===== config.mk =====
export PLATFORM = sky130hd
export DESIGN_NAME = stereo_volume_mute_controller_unit
export DESIGN_NICKNAME = d
export VERILOG_FILES = /design/src/sv/svmc_pkg.sv /design/src/sv/svmc_in_reg.sv /design/src/sv/svmc_core.sv /design/src/sv/stereo_volume_mute_controller_unit.sv
export VERILOG_INCLUDE_DIRS = /design/src /design/src/sv
export SDC_FILE = /design/constraint.sdc
export NUM_CORES = 1
export LEC_CHECK = 0
export BUFFER_PORTS_ARGS = -buffer_cell sky130_fd_sc_hd__buf_2
export CAP_MARGIN = 20
export CELL_PAD_IN_SITES_DETAIL_PLACEMENT = 1
export CELL_PAD_IN_SITES_GLOBAL_PLACEMENT = 1
export CORE_MARGIN = 4
export CORE_UTILIZATION = 29
export CTS_CLUSTER_DIAMETER = 40
export DETAILED_ROUTE_END_ITERATION = 8
export GPL_TIMING_DRIVEN = 0
export PLACE_DENSITY = 0.62
export SKIP_LAST_GASP = 1
export SYNTH_ARGS = -nofsm -noshare
export SYNTH_HDL_FRONTEND = slang
export SYNTH_SLANG_ARGS = --single-unit
export TNS_END_PERCENT = 50

===== constraint.sdc =====
create_clock -name aclk -period 17.05 [get_ports aclk]
set_input_delay 2.5575 -clock aclk [delete_from_list [all_inputs] [get_ports aclk]]
set_output_delay 2.5575 -clock aclk [all_outputs]
set_load 0.02 [all_outputs]

===== src/sv/stereo_volume_mute_controller_unit_macros.svh =====
// ----------------------------------------------------------------------------
// Assertion macros for the stereo volume controller
// Concurrent checks on aclk, disabled while aresetn is low.
// ----------------------------------------------------------------------------
`ifndef STEREO_VOLUME_MUTE_CONTROLLER_UNIT_MACROS_SVH
`define STEREO_VOLUME_MUTE_CONTROLLER_UNIT_MACROS_SVH

`ifndef NO_ASSERTIONS
`define SVMC_ASSERT_NOW(lbl, ante, cons, msg) \
    lbl: assert property (@(posedge aclk) disable iff (!aresetn) (ante) |-> (cons)) \
        else $error(msg);
`define SVMC_ASSERT_NEXT(lbl, ante, cons, msg) \
    lbl: assert property (@(posedge aclk) disable iff (!aresetn) (ante) |=> (cons)) \
        else $error(msg);
`else
`define SVMC_ASSERT_NOW(lbl, ante, cons, msg)
`define SVMC_ASSERT_NEXT(lbl, ante, cons, msg)
`endif

`endif


===== src/sv/svmc_pkg.sv =====
// ----------------------------------------------------------------------------
// svmc_pkg
// Types, constants and helper functions of the stereo volume controller.
// ----------------------------------------------------------------------------
package svmc_pkg;

    localparam logic [6:0]         LEVEL_MAX    = 7'd100;
    localparam logic [5:0]         ATTEN_MAX    = 6'd63;
    localparam logic [6:0]         STEP_RESET   = 7'd5;
    localparam logic signed [10:0] LEVEL_MAX_W  = 11'sd100;
    localparam logic signed [8:0]  OFFSET_MAX_W = 9'sd100;
    localparam logic signed [8:0]  OFFSET_MIN_W = -9'sd100;
    // floor(level * 63 / 100) == (level * 330309) >> 19 for level 0..100
    localparam logic [25:0]        ATTEN_RECIP  = 26'd330309;

    typedef enum logic [2:0] {
        CMD_SET        = 3'd0,
        CMD_UP         = 3'd1,
        CMD_DOWN       = 3'd2,
        CMD_MUTE       = 3'd3,
        CMD_UNMUTE     = 3'd4,
        CMD_TOGGLE     = 3'd5,
        CMD_SET_OFFSET = 3'd6
    } cmd_t;

    typedef struct packed {
        logic [2:0]        cmd;
        logic signed [8:0] left_value;
        logic signed [8:0] right_value;
        logic signed [8:0] offset_value;
    } item_t;

    typedef struct packed {
        logic [6:0]        left_level;
        logic [6:0]        right_level;
        logic [6:0]        base_level;
        logic signed [7:0] offset;
        logic              muted;
        logic              zero_forced;
        logic              mute_line;
    } vol_state_t;

    typedef struct packed {
        logic signed [7:0] applied_offset;
        logic              mute_line;
        logic              user_muted;
        logic [5:0]        right_atten;
        logic [5:0]        left_atten;
        logic [6:0]        right_level;
        logic [6:0]        left_level;
    } result_t;

    function automatic logic [6:0] clamp_level(input logic signed [10:0] v);
        logic [6:0] r;
        if (v < 11'sd0) begin
            r = 7'd0;
        end else if (v > LEVEL_MAX_W) begin
            r = LEVEL_MAX;
        end else begin
            r = v[6:0];
        end
        return r;
    endfunction

    function automatic logic [5:0] atten_of(input logic [6:0] level);
        logic [25:0] prod;
        prod = {19'b0, level} * ATTEN_RECIP;
        return ATTEN_MAX - prod[24:19];
    endfunction

endpackage


===== src/sv/svmc_in_reg.sv =====
// ----------------------------------------------------------------------------
// svmc_in_reg
// Input register: captures one command word and holds it until it advances.
// ----------------------------------------------------------------------------
module svmc_in_reg (
    input  logic               aclk,
    input  logic               aresetn,
    input  logic               s_tvalid,
    output logic               s_tready,
    input  svmc_pkg::item_t    in_item,
    input  logic               advance,
    output logic               item_valid,
    output svmc_pkg::item_t    item
);

    logic            valid_reg;
    logic            valid_next;
    svmc_pkg::item_t item_reg;

    assign s_tready   = !valid_reg || advance;
    assign valid_next = (s_tvalid && s_tready) || (valid_reg && !advance);

    always_ff @(posedge aclk) begin
        if (!aresetn) begin
            valid_reg <= 1'b0;
        end else begin
            valid_reg <= valid_next;
        end
    end

    always_ff @(posedge aclk) begin
        if (s_tvalid && s_tready) begin
            item_reg <= in_item;
        end
    end

    assign item_valid = valid_reg;
    assign item       = item_reg;

endmodule


===== src/sv/svmc_core.sv =====
// ----------------------------------------------------------------------------
// svmc_core
// Command decode, level arithmetic, mute logic and attenuation mapping.
// ----------------------------------------------------------------------------
module svmc_core (
    input  svmc_pkg::item_t      item,
    input  logic [6:0]           step_size,
    input  svmc_pkg::vol_state_t state,
    output svmc_pkg::vol_state_t state_next,
    output svmc_pkg::result_t    result
);

    logic signed [10:0] lv_x;
    logic signed [10:0] rv_x;
    logic signed [10:0] la_x;
    logic signed [10:0] ra_x;
    logic signed [10:0] left_x;
    logic signed [10:0] right_x;
    logic signed [10:0] base_x;
    logic signed [10:0] off_x;
    logic signed [7:0]  ov_c;
    logic [6:0]         nv;
    logic signed [10:0] l_raw;
    logic signed [10:0] r_raw;
    logic               apply;
    logic [6:0]         left_n;
    logic [6:0]         right_n;
    logic signed [10:0] left_n_x;

    assign lv_x    = {{2{item.left_value[8]}}, item.left_value};
    assign rv_x    = {{2{item.right_value[8]}}, item.right_value};
    assign la_x    = (item.left_value != 9'sd0) ? lv_x : {4'b0, step_size};
    assign ra_x    = (item.right_value != 9'sd0) ? rv_x : {4'b0, step_size};
    assign left_x  = {4'b0, state.left_level};
    assign right_x = {4'b0, state.right_level};
    assign base_x  = {4'b0, state.base_level};
    assign off_x   = {{3{state.offset[7]}}, state.offset};

    always_comb begin
        priority if (item.offset_value < svmc_pkg::OFFSET_MIN_W) begin
            ov_c = svmc_pkg::OFFSET_MIN_W[7:0];
        end else if (item.offset_value > svmc_pkg::OFFSET_MAX_W) begin
            ov_c = svmc_pkg::OFFSET_MAX_W[7:0];
        end else begin
            ov_c = item.offset_value[7:0];
        end
    end

    assign nv = svmc_pkg::clamp_level(base_x + {{3{ov_c[7]}}, ov_c});

    always_comb begin
        l_raw = left_x;
        r_raw = right_x;
        apply = 1'b0;
        unique case (item.cmd)
            svmc_pkg::CMD_SET: begin
                l_raw = lv_x;
                r_raw = rv_x;
                apply = 1'b1;
            end
            svmc_pkg::CMD_UP: begin
                l_raw = left_x + la_x;
                r_raw = right_x + ra_x;
                apply = 1'b1;
            end
            svmc_pkg::CMD_DOWN: begin
                l_raw = left_x - la_x;
                r_raw = right_x - ra_x;
                apply = 1'b1;
            end
            svmc_pkg::CMD_SET_OFFSET: begin
                l_raw = {4'b0, nv};
                r_raw = {4'b0, nv};
                apply = 1'b1;
            end
            default: begin
                apply = 1'b0;
            end
        endcase
    end

    assign left_n   = svmc_pkg::clamp_level(l_raw);
    assign right_n  = svmc_pkg::clamp_level(r_raw);
    assign left_n_x = {4'b0, left_n};

    always_comb begin
        state_next = state;
        if (apply) begin
            state_next.left_level  = left_n;
            state_next.right_level = right_n;
            state_next.base_level  = (state.offset != 8'sd0)
                                   ? svmc_pkg::clamp_level(left_n_x - off_x) : left_n;
            if (left_n == 7'd0) begin
                state_next.zero_forced = 1'b1;
                state_next.mute_line   = 1'b1;
            end else if (state.zero_forced) begin
                state_next.zero_forced = 1'b0;
                if (!state.muted) begin
                    state_next.mute_line = 1'b0;
                end
            end
        end
        unique case (item.cmd)
            svmc_pkg::CMD_MUTE: begin
                state_next.muted     = 1'b1;
                state_next.mute_line = 1'b1;
            end
            svmc_pkg::CMD_UNMUTE: begin
                state_next.muted     = 1'b0;
                state_next.mute_line = 1'b0;
            end
            svmc_pkg::CMD_TOGGLE: begin
                state_next.muted     = !state.muted;
                state_next.mute_line = !state.muted;
            end
            svmc_pkg::CMD_SET_OFFSET: begin
                state_next.offset = ov_c;
            end
            default: begin
                state_next.offset = state_next.offset;
            end
        endcase
    end

    always_comb begin
        result.left_level     = state_next.left_level;
        result.right_level    = state_next.right_level;
        result.left_atten     = svmc_pkg::atten_of(state_next.left_level);
        result.right_atten    = svmc_pkg::atten_of(state_next.right_level);
        result.user_muted     = state_next.muted;
        result.mute_line      = state_next.mute_line;
        result.applied_offset = state_next.offset;
    end

endmodule


===== src/sv/stereo_volume_mute_controller_unit.sv =====
// ----------------------------------------------------------------------------
// stereo_volume_mute_controller_unit
// Stereo volume controller with user mute, forced mute at zero and offset.
// ----------------------------------------------------------------------------
// Usage:
//   Send one command word per s_ handshake (s_tuser carries the command,
//   s_tdata the left, right and offset values). Every command yields exactly
//   one result word on the m_ channel with both levels, both attenuations,
//   the user mute, the hardware mute line and the applied offset.
//   A word goes from the input handshake into the input register, and from
//   there through the command logic into the result register, which drives
//   m_tvalid. Throughput is one word per cycle while m_tready is high; the
//   state update is a single pass of logic between those two registers, so
//   back-to-back commands see the state left by the previous one.
//   When m_tready is low the result word holds and the input register
//   fills; s_tready drops only once both stages hold a word.
//   cfg_we writes the step size used by up and down when an amount is zero.
//   Reset sets both levels and the base level to 100, the offset to 0, all
//   mute flags clear, the step size to 5, and empties both stages.
// ----------------------------------------------------------------------------
`include "stereo_volume_mute_controller_unit_macros.svh"

module stereo_volume_mute_controller_unit (
    input  logic        aclk,
    input  logic        aresetn,
    input  logic        cfg_we,
    input  logic [6:0]  cfg_wdata,
    input  logic        s_tvalid,
    output logic        s_tready,
    input  logic [31:0] s_tdata,   // left_value[8:0], right_value[17:9], offset_value[26:18]
    input  logic [2:0]  s_tuser,   // cmd[2:0]
    output logic        m_tvalid,
    input  logic        m_tready,
    output logic [39:0] m_tdata    // left_level[6:0], right_level[13:7], left_atten[19:14],
                                   // right_atten[25:20], user_muted[26], mute_line[27],
                                   // applied_offset[35:28]
);

    logic                 advance;
    logic                 item_valid;
    svmc_pkg::item_t      in_item;
    svmc_pkg::item_t      item;
    svmc_pkg::vol_state_t state_reg;
    svmc_pkg::vol_state_t state_next;
    svmc_pkg::result_t    result_next;
    svmc_pkg::result_t    result_reg;
    logic                 out_valid_reg;
    logic [6:0]           step_size_reg;

    assign in_item.cmd          = s_tuser;
    assign in_item.left_value   = s_tdata[8:0];
    assign in_item.right_value  = s_tdata[17:9];
    assign in_item.offset_value = s_tdata[26:18];

    assign advance = item_valid && (!out_valid_reg || m_tready);

    svmc_in_reg u_in_reg (
        .aclk       (aclk),
        .aresetn    (aresetn),
        .s_tvalid   (s_tvalid),
        .s_tready   (s_tready),
        .in_item    (in_item),
        .advance    (advance),
        .item_valid (item_valid),
        .item       (item)
    );

    svmc_core u_core (
        .item       (item),
        .step_size  (step_size_reg),
        .state      (state_reg),
        .state_next (state_next),
        .result     (result_next)
    );

    always_ff @(posedge aclk) begin
        if (!aresetn) begin
            step_size_reg <= svmc_pkg::STEP_RESET;
        end else if (cfg_we) begin
            step_size_reg <= cfg_wdata;
        end
    end

    always_ff @(posedge aclk) begin
        if (!aresetn) begin
            state_reg.left_level  <= svmc_pkg::LEVEL_MAX;
            state_reg.right_level <= svmc_pkg::LEVEL_MAX;
            state_reg.base_level  <= svmc_pkg::LEVEL_MAX;
            state_reg.offset      <= 8'sd0;
            state_reg.muted       <= 1'b0;
            state_reg.zero_forced <= 1'b0;
            state_reg.mute_line   <= 1'b0;
        end else if (advance) begin
            state_reg <= state_next;
        end
    end

    always_ff @(posedge aclk) begin
        if (!aresetn) begin
            out_valid_reg <= 1'b0;
        end else if (advance) begin
            out_valid_reg <= 1'b1;
        end else if (m_tready) begin
            out_valid_reg <= 1'b0;
        end
    end

    always_ff @(posedge aclk) begin
        if (advance) begin
            result_reg <= result_next;
        end
    end

    assign m_tvalid = out_valid_reg;
    assign m_tdata  = {4'b0, result_reg};

    `SVMC_ASSERT_NOW(a_level_range, 1'b1,
        state_reg.left_level <= svmc_pkg::LEVEL_MAX && state_reg.right_level <= svmc_pkg::LEVEL_MAX,
        "level out of range")
    `SVMC_ASSERT_NOW(a_muted_drives_line, state_reg.muted, state_reg.mute_line,
        "user mute active without mute line")
    `SVMC_ASSERT_NOW(a_zero_forces, state_reg.left_level == 7'd0, state_reg.zero_forced,
        "zero left level without forced mute flag")
    `SVMC_ASSERT_NEXT(a_result_follows, advance, m_tvalid,
        "result missing after advance")

endmodule


Word-level counts from Yosys, hierarchy flattened
Index checks and enable logic that the tools add are counted.
Operators by class
  multiply operators: 2
  add/sub/neg operators: 8
  equal/unequal tests: 6
  order comparisons: 10
  multiplexer cells: 26
  reduce and logical (&&, ||, !) cells: 18
Operator list (number)
  case mux 11 bit (4 select lines): 2
  2-to-1 mux 7 bit: 9
  multiplier 7 x 19 -> 25 bit, second input constant: 2
  > comparator 11 x 8 -> 1 bit, second input constant: 4
  < comparator 11 x 1 -> 1 bit, second input constant: 4
  2-to-1 mux 8 bit: 3
  adder 8 x 11 -> 11 bit: 2
  2-to-1 mux 11 bit: 2
  subtractor 8 x 11 -> 11 bit: 2
  2-to-1 mux 21 bit: 1
  nonzero test 9 bit: 2
  subtractor 6 bit, first input constant: 2
  adder 8 x 8 -> 9 bit: 1
  equality test 3 bit, second input constant: 3
  > comparator 9 x 8 -> 1 bit, second input constant: 1
  < comparator 9 x 8 -> 1 bit, second input constant: 1
  subtractor 8 x 8 -> 9 bit: 1
  nonzero test 8 bit: 1
  logical NOT 7 bit: 1
  equality test 3 x 2 -> 1 bit, second input constant: 2
  2-to-1 mux 1 bit: 6
  case mux 1 bit (3 select lines): 2
  logical NOT 1 bit: 4
  OR reduction 4 bit: 1
  7 further kinds: 11
Storage, ports and cells
  bits of input ports: 47
  register bits after elaboration: 107
  output and inout port bits: 42

Depth between registers and ports, before layout
Gate-level depths: netlist of run 1.
  depth after elaboration: 19
  mapped depth: 38
  mapped depth without buffers: 38

Cells and area by module
A second synthesis of run 1 with hierarchy kept.
Second synthesis, totals
  cell total of the unflattened synthesis: 1089
  area total of the unflattened synthesis: 9902.0 um2
By module, submodules not included
  svmc_core: area an instance 6218.5 um2, cells an instance 846, instances 1, sequential area each 0.0 um2
  stereo_volume_mute_controller_unit: area an instance 2725.1 um2, cells an instance 208, instances 1, sequential area each 1881.8 um2
  svmc_in_reg: area an instance 958.4 um2, cells an instance 35, instances 1, sequential area each 920.9 um2

Worst setup path after synthesis of run 1
Ideal clock, no wire load.
  path type: register to register
  start: register u_in_reg.item_reg, in the netlist u_in_reg.item[23]
  end: register result_reg, in the netlist m_tdata[19] (data pin)
  slack: 9.268 ns
  arrival: 7.517 ns
  required time: 16.785 ns
  buffers on the path: 0
  stages on the path, launching flop included: 36
  cell sequence: edfxtp_1 or2_1 or3_1 nor4_1 and2_1 a21o_1 inv_1 ha_1 nor2_1 xor2_1 ha_1 nor2b_1 o31a_1 or4_1 o311ai_1 a21oi_1 or3_4 o211ai_4 nor2_1 a21o_1 ha_1 ha_1 fa_1 ha_1 ha_1 a21o_1 a21o_1 a21oi_1 nor3b_1 nor3_1 nand2_1 a21oi_1 nor2b_1 a221o_1 a2111oi_2 nor3_1
RTL lines
  start, declared: RTL line svmc_in_reg.sv:18  | svmc_pkg::item_t item_reg;
  start signal, assigned: RTL line svmc_in_reg.sv:33  | item_reg <= in_item;
  end signal, assigned: RTL line stereo_volume_mute_controller_unit.sv:110  | result_reg <= result_next;
  end, declared: RTL line stereo_volume_mute_controller_unit.sv:46  | svmc_pkg::result_t result_reg;

==> results of run 1 <==
-- cells in the final DEF, fill, tap and decap left out, types with 17 or more instances in the layout --
master / Yosys / layout
edfxtp_1: 66 / 66
nor2b_1: 22 / 22
and2_1: 17 / 17
clkbuf_1: 23 / 22
inv_1: 64 / 64
nand2_1: 84 / 84
nor2_1: 85 / 85
buf_2: 4 / 83
a31oi_1: 21 / 20
xnor2_1: 19 / 19
dfxtp_1: 41 / 41
o21ai_0: 69 / 69
a21oi_1: 69 / 69
o21a_1: 23 / 23
ha_1: 118 / 118
nor3_1: 22 / 22
-- through the flow --
step | setup slack, ps | power, uW | instances | cell area [um2] | utilization, %
after global placement | 7700 | 748 | 1580 | 10500 | 32.3
after global routing | 6990 | 1060 | 1600 | 10900 | 33.5
after CTS | 7740 | 997 | 1599 | 10900 | 33.4
after floorplan | 9270 | 638 | 1060 | 9540 | -
after detailed placement | 7780 | 760 | 1583 | 10500 | 32.5
final | 7630 | 985 | 1600 | 10900 | 33.5
-- worst max path at each step --
stage	end	startpoint	depth (start not counted)	slack, ps
floorplan	m_tdata[19]	u_in_reg.item[23]	35	9270
global placement	m_tdata[25]	u_in_reg.item[11]	31	7700
detailed placement	m_tdata[19]	u_in_reg.item[23]	37	7780
CTS	m_tdata[19]	u_in_reg.item[23]	37	7740
global route	m_tdata[25]	u_in_reg.item[11]	33	6990
finish	m_tdata[25]	u_in_reg.item[11]	32	7630
-- kinds of logic (layout without fill, tap and decap cells) --
| group | Yosys count | after routing | share of synthesized area (%) |
|---|---|---|---|
| multiplexers | 17 | 17 | 1.92 |
| AO/OA/AOI/OAI | 335 | 335 | 24.5 |
| AND/OR/NAND/NOR | 328 | 328 | 17.6 |
| other | 1 | 4 | 0.0394 |
| adder cells (fa/ha/maj) | 135 | 135 | 19.0 |
| buffers and inverters | 102 | 200 | 4.64 |
| XOR/XNOR | 32 | 32 | 2.94 |
| flip-flops | 107 | 107 | 29.4 |
-- tightest hold or removal path, stage by stage, from the launching register on --
cell and delay (ps):
dfxtp_1 330, nand2_1 50, a21boi_0 60
-- metal layers --
layer	vias up	track usage (%)
li1	4140	-
met2	115	28.4
met1	4139	22.3
met3	27	2.06
met5	-	0
met4	0	4.34
-- layout make-up --
type / count / share of cell area (%)
buffer: 37 / 1.83
clock buffer: 9 / 2.07
clock inverter: 7 / 0.784
inverter: 65 / 2.25
multi-input combinational: 851 / 58.0
sequential: 107 / 25.8
tap: 442 / 5.09
timing repair buffer: 82 / 4.13
-- report_power, final --
| group | total (uW) | switching (uW) | internal (uW) |
|---|---|---|---|
| Sequential | 312 | 12.8 | 299 |
| Combinational | 442 | 265 | 177 |
| Clock | 232 | 115 | 117 |
| Total | 985 | 393 | 593 |
==> out/qor.csv, run 1 <==
metric,value,unit
synth-edff-count,66,
setup_tns,0,ps
grt_max_degree,32,
synth_commonest_cells,"ha_1 (118), nor2_1 (85), nand2_1 (84), a21oi_1 (69), o21ai_0 (69)",
crit_path_end_kind,flip-flop,
fp-row-count,66,
ys_seq_area_share,29.4,%
gp_congestion,0.872,
wl_per_cell,18.5,um
nNetsFinal,1334,
cp_common_cell,ha_1,
drtAntennaViolNets,0,
async_reset_ff_share,0,%
path_clk_slew,80,ps
antenna_found_initial,1,
remaining_drc_errors,0,
arrival,9550,ps
crit_type,reg2reg,
wl,29.6,mm
grtUsageTotal,16.6,%
die-area,35800,um2
maxSlewViolCount,0,
status,finished clean,
r2r_start,u_in_reg.item[11],
cts-buffers-inserted,9,
wl_met1,14.1,mm
dieWidth,189,um
drtIter0Drc,381,
critPathTopFamily,compound AO/OA/AOI/OAI gates,
clock_sinks,107,
slowest_stage,nor3_1,
yosysMostFrequentCell,ha_1,
vias,8421,
peakVddDrop,0.0403,mV
coreArea,32500,um2
synth_area_per_cell,9.01,um2
dp_hpwl,23.8,mm
cts.repair.resized,0,
htreeDepth,3,
synthTopCellsByArea,"edfxtp_1 (21%), ha_1 (15%), dfxtp_1 (8.6%), a21oi_1 (3.6%), o21ai_0 (3.6%)",
area_delta_synth_final,14.0,%
start_util,29.4,%
multi_input_area,6300,um2
relSlewSlack,30.0,%
io_buffer_count,78,
layout-drive-gt1-share,14.2,%
yosys.area.top_type,edfxtp_1,
first_pass_iters,5,
cts_tree,yes,
powerDensity,90.8,nW/um2
synth_top_flop_cell,edfxtp_1,
crit_path_max_incr_delay,820,ps
postCtsHoldBufs,0,
synth_cell_types,102,
clock_path_buffers,2,
leakage,0.00448,uW
rr_worst_depth,32,
top_layer_used,met4,
path_max_fanout,9,
post_cts_buffers,0,
io_pins,89,
drv_cap,0,
fmax,106,MHz
worstMarginPinSlew,1040,ps
viasPerCell,5.26,
setup_viol,0,
r2r_end,m_tdata[25],
r2r_slack,7630,ps
fin_crit,9420,ps
grt_pass1_wl,47.5,mm
die_y,189,um
ys_ff_latch,107,
cp_num_buf_inv,2,
min-delay-start,state_reg[5],
cp.required,17180,ps
skew,10.8,ps
post-route-period-util,55.3,%
cts_root_buf,clkbuf_16,
hold_path.class,reg2reg,
yosys_warnings,0,
start_kind,flip-flop,
fillers,3867,
ff_latch_area,2800,um2
synthCells,1057,
rsz0062_at_grt,false,
antenna_cells,0,
synth_area,9530,um2
clock_latency,380,ps
hold_depth,2,
holdWs,491,ps
wl_met2,14.2,mm
grt_overflow_total,0,
hold_viol,0,
first_global_vias,8679,
min_to,state_reg[5],
largest_register_ffs,36,
wl_met3,798,um
synth_top_area_share,20.8,%
No activity file was read; power rests on OpenSTA's default activity.
==> run 2, diff against run 1 <==
- clock period: 17.05 -> 9 ns (I/O delays scaled with it)
==> out/qor.csv, run 2 (same netlist as run 1, synthesis figures left out) <==
metric,value,unit,change
largest_register_ffs,36,,unchanged
start_kind,flip-flop,,
leakage,0.00456,uW,+1.9%
htreeDepth,3,,unchanged
cp_num_buf_inv,1,,-1
peakVddDrop,0.0769,mV,+91%
clock_latency,380,ps,about the same
drtIter0Drc,446,,+17%
antenna_cells,0,,unchanged
fmax,118,MHz,+11%
cts_tree,yes,,
first_global_vias,8679,,unchanged
rsz0062_at_grt,true,,
cts_root_buf,clkbuf_16,,
gp_congestion,0.872,,unchanged
fp-row-count,66,,unchanged
r2r_start,u_in_reg.item[24],,
r2r_slack,490,ps,-7130 ps
vias,8468,,+0.56%
worstMarginPinSlew,1130,ps,+91.7 ps
layout-drive-gt1-share,16.3,%,+2.1 points
io_pins,89,,unchanged
final_cell_mix,"ha_1 (118), nand2_1 (84), nor2_1 (84)",,
netSwitchingPower,755,uW,+92%
hold_viol,0,,unchanged
post-route-period-util,94.5,%,+39 points
final_common_cell,ha_1,,
p_int,1130,uW,+91%
cp.required,9130,ps,-8050 ps
wl,29.9,mm,+0.91%
clock_path_buffers,2,,unchanged
cp_common_cell,ha_1,,
crit_path_end_kind,flip-flop,,
fillers,3854,,-0.34%
pwr-share-clk,23.4,%,about the same
crit_path_max_incr_delay,490,ps,-330 ps
drtAntennaViolNets,0,,unchanged
hold_depth,2,,unchanged
die-area,35800,um2,unchanged
comb_power_share,45.4,%,+0.6 points
viasPerCell,5.26,,-0.13%
dieWidth,189,um,unchanged
crit_type,reg2reg,,
hold_path.class,reg2reg,,
place_ws,-268,ps,-8050 ps
die_y,189,um,unchanged
drv_cap,0,,unchanged
status,finished clean,,
powerDensity,171,nW/um2,+88%
setup_slack,492,ps,-7130 ps
maxSlewViolCount,0,,unchanged
min-delay-start,state_reg[5],,
remaining_drc_errors,0,,unchanged
dp_hpwl,23.8,mm,unchanged
rr_worst_depth,35,,+9.4%
seqPwrFrac,31.2,%,-0.4 points
nNetsFinal,1345,,+0.82%
coreArea,32500,um2,unchanged
path_max_fanout,7,,-2
power,1890,uW,+92%
fin_crit,8510,ps,-916 ps
slowest_stage,or4_1,,
relSlewSlack,23.8,%,-6.2 points
cts-buffers-inserted,9,,unchanged
wl_per_cell,18.6,um,+0.22%
path_clk_slew,90,ps,about the same
start_util,29.4,%,unchanged
first_pass_iters,5,,unchanged
grt_overflow_total,0,,unchanged
grt_max_degree,32,,unchanged
setup_tns,0,ps,unchanged
min_to,state_reg[5],,
io_buffer_count,78,,unchanged
antenna_found_initial,1,,unchanged
skew,11.5,ps,+0.716 ps
critPathTopFamily,simple AND/OR/NAND/NOR gates,,
setup_viol,0,,unchanged
r2r_end,m_tdata[19],,
area_delta_synth_final,16.0,%,
arrival,8640,ps,-910 ps
clock_sinks,107,,unchanged
switching_share,40.0,%,+0.13 points
grt_pass1_wl,47.5,mm,about the same
grtUsageTotal,16.6,%,unchanged
-- run 2: per-layer routing --
| metal | share of wire, % | global-route usage, % | wire [um] |
|---|---|---|---|
| met1 | 47 | 22.3 | 14100 |
| met2 | 49 | 28.5 | 14500 |
| met3 | 2.7 | 2.05 | 807 |
| met4 | 1.5 | 4.31 | 451 |
| met5 | 0 | 0 | 0 |
-- run 2: area by class of cell --
| type | instances | area (um2) | share of cell area (%) |
|---|---|---|---|
| flip-flops and latches | 107 | 2800 | 25.4 |
| inverters | 65 | 244 | 2.21 |
| clock inverters | 7 | 85.1 | 0.770 |
| plain buffers | 37 | 199 | 1.80 |
| well taps | 442 | 553 | 5.01 |
| clock buffers | 9 | 225 | 2.04 |
| multi-input cells | 851 | 6410 | 58.0 |
| repair buffers | 93 | 531 | 4.80 |
-- run 2: through the flow --
stage          std cells  area, um2  hold slack, ps  utilization, %
6_report            1611      11000             491            34.0
5_1_grt             1611      11000             529            34.0
2_1_floorplan       1060       9540             457               -
3_5_place_dp        1583      10500             487            32.5
4_1_cts             1599      10900             500            33.5
3_3_place_gp        1580      10500             480            32.3
-- run 2: power by group through the flow --
stage,clock network (uW),registers [uW],logic (uW)
2_1_floorplan,0,615,594
3_3_place_gp,0,603,814
3_5_place_dp,0,602,837
4_1_cts,453,591,846
5_1_grt,475,595,965
6_report,442,590,857
-- run 2: how the worst max path moves through the flow --
stage                            from  cells past startpoint           to  slack, ps
floorplan           u_in_reg.item[23]                     35  m_tdata[19]       1220
global placement    u_in_reg.item[11]                     31  m_tdata[25]       -350
detailed placement  u_in_reg.item[23]                     37  m_tdata[19]       -270
CTS                 u_in_reg.item[23]                     34  m_tdata[19]       -130
global route        u_in_reg.item[28]                     32  m_tdata[19]        -50
finish              u_in_reg.item[24]                     35  m_tdata[19]        490
-- run 2: worst min-delay path: cells and delay by family, from the launching register on --
family          cells  cell delay, ps
flops               1             330
simple gates        1              50
compound gates      1              60
-- run 2: repair_timing --
action                     CTS  global route
resized for setup            4            20
setup buffers                0            11
setup endpoints to repair    8            12
pin swaps                    0             3
hold buffers                 0             0
==> run 3, diff against run 2 <==
- PLACE_DENSITY: 0.62 -> 0.64
- SETUP_SLACK_MARGIN: unset -> 0.15
- clock period: 9 -> 7.3 ns (I/O delays scaled with it)
==> out/qor.csv, run 3 (same netlist as run 1, synthesis figures left out) <==
metric,value,unit,change
status,"complete, but fails checks",,
violations,setup timing,,
io_pins,89,,unchanged
hold_path.class,reg2reg,,
start_kind,flip-flop,,
htreeDepth,3,,unchanged
largest_register_ffs,36,,unchanged
relSlewSlack,26.6,%,+2.8 points
clock_sinks,107,,unchanged
peakVddDrop,0.121,mV,+57%
coreArea,32500,um2,unchanged
area_delta_synth_final,33.3,%,
cts-buffers-inserted,9,,unchanged
drtIter0Drc,378,,-15%
fmax,128,MHz,+9.0%
slowest_stage,or4_4,,
io_buffer_count,78,,unchanged
antenna_cells,0,,unchanged
setup_viol,8,,+8
post-route-period-util,107,%,+12 points
ff_latch_area,2800,um2,unchanged
fin_cells,1698,,+5.4%
fin_crit,7810,ps,-703 ps
viasPerCell,5.30,,+0.85%
clock_latency,390,ps,about the same
crit_path_end_kind,flip-flop,,
grt_overflow_total,0,,unchanged
path_max_fanout,5,,-2
dieWidth,189,um,unchanged
crit_path_max_incr_delay,450,ps,-40 ps
powerDensity,211,nW/um2,+23%
maxSlewViolCount,0,,unchanged
wl,32.8,mm,+9.7%
first_global_vias,9244,,+6.5%
wl_per_cell,19.3,um,+4.1%
dp_hpwl,23.9,mm,+0.23%
vias,9001,,+6.3%
die_y,189,um,unchanged
nNetsFinal,1432,,+6.5%
clock_path_buffers,2,,unchanged
cp.required,7420,ps,-1710 ps
placed_cell_area,10700,um2,+1.1%
grt_max_degree,32,,unchanged
multi_input_area,7370,um2,+15%
antenna_found_initial,0,,-1
rsz0062_at_grt,true,,
setup_slack,-505,ps,-997 ps
start_util,29.4,%,unchanged
worstMarginPinSlew,1100,ps,-31.2 ps
die-area,35800,um2,unchanged
skew,16.0,ps,+4.53 ps
path_clk_slew,80,ps,about the same
crit_type,reg2reg,,
fp-row-count,66,,unchanged
grtUsageTotal,17.7,%,+1.2 points
hold_viol,0,,unchanged
layout-drive-gt1-share,32.5,%,+16 points
drtAntennaViolNets,0,,unchanged
cts_tree,yes,,
final_cell_mix,"ha_1 (96), buf_4 (96), buf_2 (82)",,
first_pass_iters,5,,unchanged
place_ws,-1540,ps,-1270 ps
power,2680,uW,+42%
arrival,7930,ps,-710 ps
gp_congestion,0.855,,-1.9%
fillers,3759,,-2.5%
cp_common_cell,ha_4,,
final_cell_area,12700,um2,+15%
cts_root_buf,clkbuf_16,,
remaining_drc_errors,0,,unchanged
dp.cells,1583,,unchanged
grt_pass1_wl,50.6,mm,+6.4%
drv_cap,0,,unchanged
leakage,0.00512,uW,+12%
## run 3: layer usage
layer | part of all wire, % | wire length, um | GRT usage [%]
met5 | 0 | 0 | 0
met4 | 2.7 | 873 | 5.98
met3 | 2.9 | 947 | 2.21
met2 | 50 | 16300 | 30.8
met1 | 45 | 14700 | 22.9
## run 3: layout make-up
type	count	share of cell area (%)
Buffer	37	1.62
Clock buffer	10	1.88
Clock inverter	6	0.552
Inverter	65	1.95
Multi-Input combinational cell	851	58.0
Sequential cell	107	22.1
Tap cell	442	4.35
Timing Repair Buffer	180	9.59
## run 3: worst paths after layout
| path | cells after the start | end | slack, ps | start |
|---|---|---|---|---|
| worst min register to register | 2 | state_reg[5] | 490 | state_reg[5] |
| worst max register to register | 35 | m_tdata[19] | -510 | u_in_reg.item[24] |
| worst min-delay path | 2 | state_reg[5] | 490 | state_reg[5] |
| worst max-delay path | 35 | m_tdata[19] | -510 | u_in_reg.item[24] |
## run 3: repair_timing
action,CTS,global route
endpoints found under the setup margin,19,19
hold buffers,0,0
pin swaps,73,76
resized for setup,133,68
setup buffers,64,34
## run 3: power breakdown
part           internal (uW)  switching (uW)  total (uW)
combinational            628             779        1410
clock                    281             261         542
sequential               697            30.4         728
total                   1610            1070        2680
## run 3: critical path: cells and delay by family, from the launching register on
kind | cells | cell delay, ps
AO/OA/AOI/OAI | 12 | 2530
XOR/XNOR | 1 | 180
flip-flops | 1 | 400
AND/OR/NAND/NOR | 13 | 2650
buffers and inverters | 2 | 130
adder cells (fa/ha/maj) | 7 | 1670
## run 3: stage by stage
step	util, %	TNS, ps	hold slack, ps
after floorplan	-	-293	457
after global placement	32.7	-14200	475
after detailed placement	32.9	-15670	485
after CTS	37.4	-1320	497
after global routing	39.1	-6720	537
final	39.1	-2570	492
